`src/rtl/prpi_pkg.sv`:
```
`timescale 1ns / 1ps
package prpi_pkg;

  // Table sizes and field widths.
  localparam int MAX_PAGES  = 1024;
  localparam int MAX_EDGES  = 8192;
  localparam int PAGE_W     = 10;
  localparam int PAGE_CNT_W = 11;
  localparam int EDGE_W     = 13;
  localparam int EDGE_CNT_W = 14;
  localparam int DEG_W      = 14;
  localparam int Q_W        = 32;
  localparam int ITER_W     = 8;
  localparam int EDGE_DATA_W = 2 * PAGE_W;

  localparam logic [DEG_W-1:0]  DEG_MAX    = 14'd16383;
  localparam logic [ITER_W-1:0] ITER_RESET = 8'd50;

  // Divider sizes: a 36-bit dividend covers 9 * weight and 2^32.
  localparam int DIVD_W = 36;
  localparam int DIVS_W = 18;
  localparam int DCNT_W = 6;

  typedef enum logic [1:0] {
    REQ_PAGE = 2'd0,
    REQ_LINK = 2'd1,
    REQ_RANK = 2'd2,
    REQ_READ = 2'd3
  } req_t;

  typedef enum logic [1:0] {
    DIV_SEL_START = 2'd0,
    DIV_SEL_BASE  = 2'd1,
    DIV_SEL_SHARE = 2'd2
  } div_sel_t;

  // Commands from the controller to the datapath.
  typedef struct packed {
    logic     capture;
    logic     reject;
    logic     page_add;
    logic     link_begin;
    logic     link_end;
    logic     read_begin;
    logic     read_end;
    logic     div_start;
    div_sel_t div_sel;
    logic     take_start;
    logic     take_base;
    logic     cnt_clr;
    logic     cnt_inc;
    logic     pass_clr;
    logic     pass_inc;
    logic     init_wr;
    logic     next_init_wr;
    logic     edge_rd;
    logic     edge_take;
    logic     src_rd;
    logic     next_rd;
    logic     acc_wr;
    logic     copy_rd;
    logic     copy_wr;
    logic     emit;
  } prpi_cmd_t;

  // Status from the datapath to the controller.
  typedef struct packed {
    req_t req;
    logic page_full;
    logic link_bad;
    logic read_bad;
    logic pt_zero;
    logic div_busy;
    logic sweep_done;
    logic edge_done;
    logic pass_done;
    logic edge_skip;
    logic deg_zero;
    logic out_free;
  } prpi_stat_t;

endpackage

```
`src/rtl/prpi_ctrl.sv`:
```
`timescale 1ns / 1ps
module prpi_ctrl
  import prpi_pkg::*;
(
  input  logic       clk,
  input  logic       rst_n,
  input  logic       in_valid,
  output logic       in_ready,
  input  prpi_stat_t stat,
  output prpi_cmd_t  cmd
);

  typedef enum logic [20:0] {
    S_IDLE     = 21'h000001,
    S_DECODE   = 21'h000002,
    S_LINK_END = 21'h000004,
    S_READ_END = 21'h000008,
    S_DIV_ST   = 21'h000010,
    S_WAIT_ST  = 21'h000020,
    S_DIV_BS   = 21'h000040,
    S_WAIT_BS  = 21'h000080,
    S_INIT     = 21'h000100,
    S_PASS     = 21'h000200,
    S_NINIT    = 21'h000400,
    S_ECHK     = 21'h000800,
    S_EWAIT    = 21'h001000,
    S_ESKIP    = 21'h002000,
    S_EDATA    = 21'h004000,
    S_EDIV     = 21'h008000,
    S_EACC     = 21'h010000,
    S_CRD      = 21'h020000,
    S_CWR      = 21'h040000,
    S_FINISH   = 21'h080000,
    S_ENRD     = 21'h100000
  } state_t;

  state_t state_r, state_nxt;

  always_ff @(posedge clk) begin
    if (!rst_n) begin
      state_r <= S_IDLE;
    end else begin
      state_r <= state_nxt;
    end
  end

  assign in_ready = (state_r == S_IDLE);

  // Next state and commands.
  always_comb begin
    state_nxt = state_r;
    cmd       = '0;
    case (state_r)
      S_IDLE: begin
        if (in_valid) begin
          cmd.capture = 1'b1;
          state_nxt   = S_DECODE;
        end
      end
      S_DECODE: begin
        case (stat.req)
          REQ_PAGE: begin
            if (stat.page_full) cmd.reject = 1'b1;
            else cmd.page_add = 1'b1;
            state_nxt = S_FINISH;
          end
          REQ_LINK: begin
            if (stat.link_bad) begin
              cmd.reject = 1'b1;
              state_nxt  = S_FINISH;
            end else begin
              cmd.link_begin = 1'b1;
              state_nxt      = S_LINK_END;
            end
          end
          REQ_RANK: begin
            state_nxt = stat.pt_zero ? S_FINISH : S_DIV_ST;
          end
          default: begin
            if (stat.read_bad) begin
              cmd.reject = 1'b1;
              state_nxt  = S_FINISH;
            end else begin
              cmd.read_begin = 1'b1;
              state_nxt      = S_READ_END;
            end
          end
        endcase
      end
      S_LINK_END: begin
        cmd.link_end = 1'b1;
        state_nxt    = S_FINISH;
      end
      S_READ_END: begin
        cmd.read_end = 1'b1;
        state_nxt    = S_FINISH;
      end
      S_DIV_ST: begin
        cmd.div_start = 1'b1;
        cmd.div_sel   = DIV_SEL_START;
        state_nxt     = S_WAIT_ST;
      end
      S_WAIT_ST: begin
        if (!stat.div_busy) begin
          cmd.take_start = 1'b1;
          state_nxt      = S_DIV_BS;
        end
      end
      S_DIV_BS: begin
        cmd.div_start = 1'b1;
        cmd.div_sel   = DIV_SEL_BASE;
        state_nxt     = S_WAIT_BS;
      end
      S_WAIT_BS: begin
        if (!stat.div_busy) begin
          cmd.take_base = 1'b1;
          cmd.cnt_clr   = 1'b1;
          cmd.pass_clr  = 1'b1;
          state_nxt     = S_INIT;
        end
      end
      S_INIT: begin
        if (stat.sweep_done) begin
          cmd.cnt_clr = 1'b1;
          state_nxt   = S_PASS;
        end else begin
          cmd.init_wr = 1'b1;
          cmd.cnt_inc = 1'b1;
        end
      end
      S_PASS: begin
        cmd.cnt_clr = 1'b1;
        state_nxt   = stat.pass_done ? S_FINISH : S_NINIT;
      end
      S_NINIT: begin
        if (stat.sweep_done) begin
          cmd.cnt_clr = 1'b1;
          state_nxt   = S_ECHK;
        end else begin
          cmd.next_init_wr = 1'b1;
          cmd.cnt_inc      = 1'b1;
        end
      end
      S_ECHK: begin
        if (stat.edge_done) begin
          cmd.cnt_clr = 1'b1;
          state_nxt   = S_CRD;
        end else begin
          cmd.edge_rd = 1'b1;
          state_nxt   = S_EWAIT;
        end
      end
      S_EWAIT: begin
        cmd.edge_take = 1'b1;
        state_nxt     = S_ESKIP;
      end
      S_ESKIP: begin
        if (stat.edge_skip) begin
          cmd.cnt_inc = 1'b1;
          state_nxt   = S_ECHK;
        end else begin
          cmd.src_rd = 1'b1;
          state_nxt  = S_EDATA;
        end
      end
      S_EDATA: begin
        if (stat.deg_zero) begin
          cmd.cnt_inc = 1'b1;
          state_nxt   = S_ECHK;
        end else begin
          cmd.div_start = 1'b1;
          cmd.div_sel   = DIV_SEL_SHARE;
          state_nxt     = S_EDIV;
        end
      end
      S_EDIV: begin
        if (!stat.div_busy) begin
          cmd.next_rd = 1'b1;
          state_nxt   = S_ENRD;
        end
      end
      S_ENRD: begin
        state_nxt = S_EACC;
      end
      S_EACC: begin
        cmd.acc_wr  = 1'b1;
        cmd.cnt_inc = 1'b1;
        state_nxt   = S_ECHK;
      end
      S_CRD: begin
        if (stat.sweep_done) begin
          cmd.pass_inc = 1'b1;
          state_nxt    = S_PASS;
        end else begin
          cmd.copy_rd = 1'b1;
          state_nxt   = S_CWR;
        end
      end
      S_CWR: begin
        cmd.copy_wr = 1'b1;
        cmd.cnt_inc = 1'b1;
        state_nxt   = S_CRD;
      end
      S_FINISH: begin
        if (stat.out_free) begin
          cmd.emit  = 1'b1;
          state_nxt = S_IDLE;
        end
      end
      default: begin
        state_nxt = S_IDLE;
      end
    endcase
  end

  // A divider result is only taken after the divider has gone idle.
  a_take_idle: assert property (@(posedge clk) disable iff (!rst_n)
    (cmd.take_start || cmd.take_base) |-> !stat.div_busy)
    else $error("divider result taken while busy");

  // A result leaves only when the output register is free.
  a_emit_free: assert property (@(posedge clk) disable iff (!rst_n)
    cmd.emit |-> stat.out_free)
    else $error("result emitted over a pending result");

  // An accepted request is decoded in the next cycle.
  a_capture: assert property (@(posedge clk) disable iff (!rst_n)
    cmd.capture |=> state_r == S_DECODE)
    else $error("request not decoded after capture");

endmodule

```
`config.mk`:
```
export PLATFORM = sky130hd
export DESIGN_NAME = prpi_ctrl
export DESIGN_NICKNAME = d
export VERILOG_FILES = /design/src/rtl/prpi_pkg.sv /design/src/rtl/prpi_ctrl.sv
export SDC_FILE = /design/constraint.sdc
export NUM_CORES = 1
export LEC_CHECK = 0
export ABC_CLOCK_PERIOD_IN_PS = 2800
export CAP_MARGIN = 20
export CELL_PAD_IN_SITES_DETAIL_PLACEMENT = 1
export CELL_PAD_IN_SITES_GLOBAL_PLACEMENT = 2
export CORE_MARGIN = 3
export CORE_UTILIZATION = 35
export DETAILED_ROUTE_END_ITERATION = 10
export DONT_BUFFER_PORTS = 1
export GPL_ROUTABILITY_DRIVEN = 0
export PLACE_DENSITY_LB_ADDON = 0.1
export SLEW_MARGIN = 25
export SYNTH_ARGS = -nofsm -noshare
export SYNTH_HDL_FRONTEND = slang
export SYNTH_SLANG_ARGS = --single-unit
export TNS_END_PERCENT = 5
```
`constraint.sdc`:
```
create_clock -name clk -period 2.8 [get_ports clk]
set_input_delay 0.56 -clock clk [delete_from_list [all_inputs] [get_ports clk]]
set_output_delay 0.56 -clock clk [all_outputs]
set_load 0.02 [all_outputs]
```
==> results.tsv <==
metric	value	unit
status	complete, but fails checks	
violations in the final reports	negative setup slack	
Final Skew	3.44	ps
pwr dens	415	nW/um2
hold path startpoint	stat[8]	
reg2reg path depth	9	
RSZ-0062 raised after global routing	true	
hold crit path type	in2reg	
Post-synth EDFFs	0	
Cell Area, Placed	1760	um2
Die X	71.1	um
maximum fanout along the worst path	7	
Mapped Area	1490	um2
Setup crit end kind	output pin	
synthesized instance count	189	
Final Worst Setup Slack	-19.3	ps
Vias/cell	5.82	
fin crit share	101	%
residual DRC count	0	
max cap viols	0	
busiest grt layer	met2	
Largest regs	state_r (21)	
syn_nets	205	
via count	1652	
Total Routing Usage GR	21.0	%
Seq. cell area	433	um2
CP startpoint kind	flop	
Post-Layout Cell Count	284	
die height	71.1	um
Final Critical Period	2820	ps
initial antenna violation count	0	
DRT iter0 DRCs	32	
power consumption	860	uW
Max Slew Vio Count	0	
Nets	251	
# rows	23	
hold_buf cts	0	
fraction of layout cells with a size suffix above 1	39.3	%
VDD IR max	0.253	mV
clk_lat worst skew	270	ps
Pre-antenna DRT Iters	4	
Post-DP HPWL	4040	um
static leakage	0.827	nW
Hold Vio Cnt, Final	0	
met2 usage	38.5	%
GRT met3 Usage	3.41	%
WHS Path Cells	1	
Syn Area/Cell	7.86	um2
Congestion Overflow GR	0	
total clock sinks	21	
R2R Path Start	state_r[4]	
area of the multi-input gates	1140	um2
Final ANT Viol Nets	0	
IO Pins	43	
worst hold-check slack	355	ps
Worst R2R End	state_r[7]	
ys async rst share	0	%
maximum number of pins on one net before global-route repair	12	
Slew HR	60.8	%
Seq/Total Area, Yosys	28.3	%
Worst EP required	2240	ps
CTS clk-pin slew, worst paths	80	ps
clock root buffer	clkbuf_8	
count of input and output buffers	0	
pre-CTS setup slack	73.5	ps
Slew @ Worst Pin	583	ps
Final Cell Area	2070	um2
Worst EP arrival	2260	ps
# fillers	493	
fmax	0.355	GHz
CTS Buf Count	3	
total negative slack	-22.5	ps
# diodes	0	
wire per inst	19.7	um
reg2reg setup slack	230	ps
Finished Core Util	51.1	%
met1 Use GR	25.5	%
Primary FF master, synth	dfxtp_1	
number of H-tree levels	1	
Hold Crit Endpoint	state_r[3]	
kind of critical path	reg2out	
library cells used by synthesis	45	
Yosys Warn Count	0	
max reg flops	21	
placed cells	265	
CTS tree	done	
drt total wl	5590	um
Final setup viols	2	
vias in the first global route	1694	
CORE AREA	4060	um2
Initial Util	36.6	%
CTS max path bufs	2	
Die Area	5060	um2
Seq cells post-synth	21	
Reg with most FFs	state_r	
Area Overhead vs Synth	39.7	%
global-route wire length before repair	8510	um
[worst max-delay path: stages (launching register included)]
cell,delay [ps]
dfxtp_4,370
nor4_4,330
buf_4,180
nand3_4,70
buf_6,170
or3_4,400
nor4b_4,280
buf_4,190
[cell type report]
cell class / count / share of cell area (%)
inverters: 9 / 1.75
clock buffers: 4 / 2.17
well taps: 50 / 3.02
multi-input cells: 153 / 54.8
flip-flops and latches: 21 / 20.9
repair buffers: 47 / 17.4
[metal layers]
| layer | up-vias | part of all wire (%) | wire, um |
|---|---|---|---|
| li1 | 795 | - | - |
| met3 | 10 | 4.1 | 227 |
| met2 | 38 | 53 | 2960 |
| met1 | 809 | 41 | 2290 |
| met4 | 0 | 1.9 | 106 |
| met5 | - | 0 | 0 |
[Yosys cell counts, types with 2 or more instances]
cell	n	area (um2)
nand4b_1	5	43.8
buf_2	3	15.0
nand3_1	5	25.0
nor3_2	2	20.0
nor3_1	14	70.1
xor2_1	3	26.3
nor2_1	23	86.3
inv_1	9	33.8
o21a_1	6	45.0
or4_1	3	22.5
o21ai_1	2	10.0
xnor2_1	4	35.0
o21ai_0	2	10.0
and4_1	2	17.5
nand2_1	14	52.6
nand4_1	5	31.3
and2_1	3	18.8
nand2b_1	3	18.8
nor4_1	16	100
dfxtp_1	21	420
a31oi_1	2	12.5
nor3b_1	4	30.0
a21oi_1	2	10.0
a21boi_0	4	30.0
nor4_4	2	42.5
or2_2	2	12.5
nor4b_2	2	30.0
or3_1	7	43.8
nor2b_1	3	18.8
[worst max-delay path by stage]
stage                      from      end  slack [ps]  depth (start not counted)
finish               state_r[9]   cmd[5]         -20                          7
global placement     state_r[0]  cmd[12]         130                          5
global route         state_r[4]  cmd[22]        -150                          7
detailed placement   state_r[0]  cmd[12]          70                          5
floorplan           state_r[20]  cmd[18]         180                          5
CTS                  state_r[3]   cmd[5]         -40                          7
[report_power, final]
part           switching (mW)  leakage, nW  internal (mW)  total, mW
registers              0.0180        0.173          0.307      0.325
clock network           0.111       0.0228          0.102      0.213
logic                   0.179        0.631          0.143      0.322
[logic make-up (layout without fill, tap and decap cells)]
kind of cell / Yosys count / count (layout) / synth area share [%]
buf+inv: 15 / 60 / 4.80
flops: 21 / 21 / 28.3
mux: 1 / 1 / 0.758
compound gates: 22 / 22 / 10.4
xor+xnor: 7 / 7 / 4.13
simple gates: 123 / 123 / 51.6
[cell usage in the layout (no fill, tap or decap), types with 3 or more instances in the layout]
cell      instances
nor3_2            3
nand3_1           4
nor3b_1           3
o21a_1            6
nor2_1           21
nor2b_1           3
or3_4             4
or4_4             3
nand4b_1          5
nor3_1           11
nor2_2            3
inv_1             8
nand2_1          13
xnor2_1           4
nor4_4            4
clkbuf_8          3
nor4_1           12
buf_4            45
dfxtp_1          15
nand2b_1          3
dfxtp_2           4
nand4_1           5
or3_1             3
nor4_2            3
and2_1            3
a21boi_0          4
xor2_1            3
[what timing repair did]
action,CTS,global route
buffers inserted,6,9
resized for setup,16,22
pin swaps,6,12
setup endpoints to repair,11,17
hold endpoints to repair,0,0
(Power assumes the default switching activity.)
